$ cat src/design/nsos_pkg.sv
// Shared types and constants for the nearest symbol occurrence search core.
// Used by the word matcher, the top level and the testbench; no dependencies.
`default_nettype none

package nsos_pkg;

  localparam int POS_W  = 16;              // position and bound width
  localparam int LEN_W  = 17;              // sequence length and result width
  localparam int SYM_W  = 2;               // symbol code width
  localparam int ACT_W  = 2;               // action code width
  localparam int LANES  = 16;              // symbols per memory word
  localparam int LANE_W = 4;               // lane index width
  localparam int WORD_W = LANES * SYM_W;   // memory word width

  localparam logic [ACT_W-1:0] ACT_WRITE = 2'd0;
  localparam logic [ACT_W-1:0] ACT_PREV  = 2'd1;
  localparam logic [ACT_W-1:0] ACT_NEXT  = 2'd2;

  typedef enum logic [2:0] {
    ST_IDLE,
    ST_DECODE,
    ST_WR_WB,
    ST_SCAN,
    ST_RESP
  } state_t;

  // Lane qualification for one memory word under test
  typedef struct packed {
    logic [SYM_W-1:0]  sym;
    logic [LANE_W-1:0] lo_lane;
    logic [LANE_W-1:0] hi_lane;
    logic              at_lo_word;
    logic              at_hi_word;
    logic              up;
  } lane_ctl_t;

endpackage

`default_nettype wire

$ cat src/design/nsos_word_match.sv
// Checks the lanes of one memory word against the searched symbol and range,
// and picks the nearest hit in the scan direction. Depends on nsos_pkg.
`default_nettype none

module nsos_word_match (
  input  wire logic [nsos_pkg::WORD_W-1:0] word,
  input  wire nsos_pkg::lane_ctl_t         ctl,
  output logic                             hit,
  output logic [nsos_pkg::LANE_W-1:0]      hit_lane
);

  localparam int LANES  = nsos_pkg::LANES;
  localparam int LANE_W = nsos_pkg::LANE_W;
  localparam int SYM_W  = nsos_pkg::SYM_W;

  logic [LANES-1:0] match;

  always_comb begin
    for (int l = 0; l < LANES; l++) begin
      match[l] = (word[l*SYM_W +: SYM_W] == ctl.sym)
              && (!ctl.at_lo_word || (LANE_W'(l) >= ctl.lo_lane))
              && (!ctl.at_hi_word || (LANE_W'(l) <= ctl.hi_lane));
    end
  end

  // Upward scan wants the lowest lane, downward the highest
  always_comb begin
    hit      = |match;
    hit_lane = '0;
    if (ctl.up) begin
      for (int l = LANES - 1; l >= 0; l--) begin
        if (match[l]) begin
          hit_lane = LANE_W'(l);
        end
      end
    end else begin
      for (int l = 0; l < LANES; l++) begin
        if (match[l]) begin
          hit_lane = LANE_W'(l);
        end
      end
    end
  end

endmodule

`default_nettype wire

$ cat config.mk
export PLATFORM = sky130hd
export DESIGN_NAME = nsos_word_match
export DESIGN_NICKNAME = d
export VERILOG_FILES = /design/src/design/nsos_pkg.sv /design/src/design/nsos_word_match.sv
export SDC_FILE = /design/constraint.sdc
export NUM_CORES = 1
export LEC_CHECK = 0
export ABC_AREA = 1
export BUFFER_PORTS_ARGS = -buffer_cell sky130_fd_sc_hd__buf_2
export CORE_MARGIN = 2
export CORE_UTILIZATION = 35
export DETAILED_ROUTE_END_ITERATION = 10
export SYNTH_ARGS = -nofsm -noshare
export SYNTH_HDL_FRONTEND = slang
export SYNTH_SLANG_ARGS = --single-unit
$ cat constraint.sdc
create_clock -name vclk -period 3.4
set_input_delay 0.17 -clock vclk [all_inputs]
set_output_delay 0.17 -clock vclk [all_outputs]
set_load 0.02 [all_outputs]
==> impl_metrics.json <==
{
  "synth-simple-area-share_pct": 50.8,
  "power.density_mw_per_mm2": 182,
  "io_pins": 50,
  "postRouteAntennaNets": 0,
  "dpl.cell_count": 286,
  "max_cap_viol_count": 0,
  "via_per_inst": 4.62,
  "vias": 1320,
  "port_buffers": 50,
  "switching_power_uw": 143,
  "antenna_found_initial": 0,
  "layout-drive-gt1-share_pct": 25.9,
  "pwr-share-comb_pct": 100.0,
  "start_kind": "input port",
  "seq_area_um2": 0,
  "fin_crit_ns": 2.25,
  "clockPowerShare_pct": 0,
  "synthAdderAreaFrac_pct": 0,
  "drc": 3,
  "fin_setup_tns_ns": 0,
  "synth_area_mm2": 0.00105,
  "grt_use_total_pct": 17.5,
  "synth_fp_nets": 254,
  "avgRoutedWirePerCell_um": 10.3,
  "yosysSeqAreaShare_pct": 0,
  "multi_input_area_um2": 896,
  "cts_hold_buf": 0,
  "max_clock_freq_mhz": 444,
  "cp_data_arrival_time_ns": 2.08,
  "crit_type": "input port to output port",
  "path_cells": "buf_2 -> inv_2 -> nand2_1 -> nand2_1 -> nor2_1 -> nand3_1 -> nand2_1 -> nand2_1 -> nand2_1 -> nand2_1 -> nand2_1 -> nand2_1 -> nand2_1 -> nand2_1 -> nand2_1 -> nand2_1 -> nand2_1 -> nand2_1 -> nand2_1 -> nand2_1 -> nand2_1 -> nand2_1 -> buf_2",
  "cp-end-kind": "output port",
  "netlist_instances": 209,
  "start_util_pct": 37.6,
  "holdCritPathClass": "input port to output port",
  "final_cell_area_mm2": 0.00129,
  "yosys_warnings": 0,
  "fin_nets": 302,
  "violations": "design-rule violations",
  "place_worst_setup_slack_ns": 1.14,
  "muxShareOfSynthArea_pct": 0,
  "coreArea_mm2": 0.00281,
  "slowest_stage": "buf_2",
  "gp_congestion": 0.907,
  "critPathMaxStageDelay_ns": 0.36,
  "die-area_mm2": 0.00347,
  "max_slew_margin_pct": 71.7,
  "first_pass_iters": 7,
  "seq_cell_count": 0,
  "nFillCells": 343,
  "hold_violations": 0,
  "areaGrowthSynthToFinish_pct": 22.8,
  "yosysUniqueCellTypes": 28,
  "die_x_um": 58.9,
  "required_ns": 3.23,
  "place_area_mm2": 0.00129,
  "p_leak_nw": 0.770,
  "synth_xor_area_share_pct": 19.1,
  "fp.dieH_um": 58.9,
  "overflow": 0,
  "crit_top_cell": "nand2_1",
  "layoutNonFillerInstCount": 286,
  "n_antenna_cell": 0,
  "synth-compound-area-share_pct": 15.1,
  "cts_resized": 0,
  "intPower_uw": 92.9,
  "postCtsSetupBuffers": 0,
  "drt_wl_total_um": 2940,
  "slew_viol_final": 0,
  "syn_avg_cell_area_um2": 5.04,
  "setup_ws_ns": 1.15,
  "hold_start": "ctl[0]",
  "setup_viol": 0,
  "switching_share_pct": 60.6,
  "startpoint": "ctl[11]",
  "grt_pass1_wl_um": 4910,
  "critical_path.max_fanout": 17,
  "peakVddDrop_mv": 0.0789,
  "hpwl_um": 2590,
  "drt_iter0_drc": 63,
  "rsz0062_at_grt": "no",
  "grt_pass1_vias": 1130,
  "tightest_slew_ns": 0.424,
  "p_seq_share_pct": 0,
  "crit_family": "simple AND/OR/NAND/NOR gates",
  "critPathBufInv": 3,
  "clockBufferCount": 0,
  "grt_max_degree": 18,
  "outcome": "complete, but fails checks",
  "final.period_utilization_pct": 66.2,
  "holdWs_ns": 0.644,
  "synth_top_family_by_area": "simple AND/OR/NAND/NOR gates",
  "rows": 19
}
metal layers:
metal | vias to the layer above | global-route usage (%) | part of all wire (%)
li1 | 748 | - | -
met1 | 532 | 27.2 | 53
met2 | 40 | 28.4 | 41
met3 | 0 | 0.220 | 5.7
met4 | 0 | 0 | 0
met5 | - | 0 | 0
final cells by class:
type                            instances  area share (%)
Timing Repair Buffer                   50            19.3
Tap cell                               31            3.00
Multi-Input combinational cell        176            69.2
Inverter                               29            8.41
logic make-up (layout without fill, tap and decap cells):
logic type,Yosys count,in the layout
AO/OA/AOI/OAI,26,26
XOR/XNOR,23,23
buffers and inverters,33,79
AND/OR/NAND/NOR,127,127
final timing paths:
check | to | depth (start not counted)
max | hit_lane[0] | 23
min | hit_lane[3] | 3
cells in the final DEF (no fill, tap or decap), drive strengths merged:
| cell type | n |
|---|---|
| o21bai | 1 |
| nand2 | 76 |
| o22ai | 2 |
| or2 | 1 |
| xor2 | 10 |
| nor2 | 32 |
| inv | 27 |
| o21ai | 9 |
| nand3 | 12 |
| buf | 50 |
| nand4 | 3 |
| clkinv | 2 |
| a21boi | 1 |
| a21oi | 9 |
| a31oi | 1 |
| xnor2 | 13 |
| o2111ai | 2 |
| a211oi | 1 |
| nor3 | 1 |
| nor4 | 2 |
tightest hold or removal path: cells and delay by family:
kind	cells	cell delay (ns)
buffers and inverters	2	0.24
AOI/OAI and AO/OA	1	0.05
synthesized netlist by cell type:
cell type,number,share of area [%]
a211oi_1,1,0.71
nand3_1,10,4.8
inv_1,21,7.5
o21bai_1,1,0.71
clkinv_1,2,0.71
nand4_1,3,1.8
o21ai_0,4,1.9
o22ai_1,2,1.2
nor3_2,1,0.95
o21ai_2,1,0.83
buf_6,3,3.2
o21ai_1,4,1.9
or2_1,1,0.59
xnor2_1,13,11
nor4_1,2,1.2
nor2_2,4,2.4
a31oi_1,1,0.59
o2111ai_2,1,1.4
nor2_1,28,10
o2111ai_1,1,0.83
xor2_1,10,8.3
a21oi_1,9,4.3
nand3_2,2,1.9
nand2_1,75,27
nand2_2,1,0.59
buf_8,1,1.4
a21boi_0,1,0.71
inv_2,6,2.1
through the flow:
step	util, %	power (mW)
after global placement	46.1	0.237
after floorplan	-	0.168
after global routing	46.1	0.269
after CTS	46.1	0.237
after detailed placement	46.1	0.236
final	46.1	0.236
power groups by stage:
| stage | registers, mW | clock network (mW) | logic, mW |
|---|---|---|---|
| 2_1_floorplan | 0 | 0 | 0.168 |
| 3_3_place_gp | 0 | 0 | 0.237 |
| 3_5_place_dp | 0 | 0 | 0.236 |
| 4_1_cts | 0 | 0 | 0.237 |
| 5_1_grt | 0 | 0 | 0.269 |
| 6_report | 0 | 0 | 0.236 |
Power figures use the tool's default switching activity.
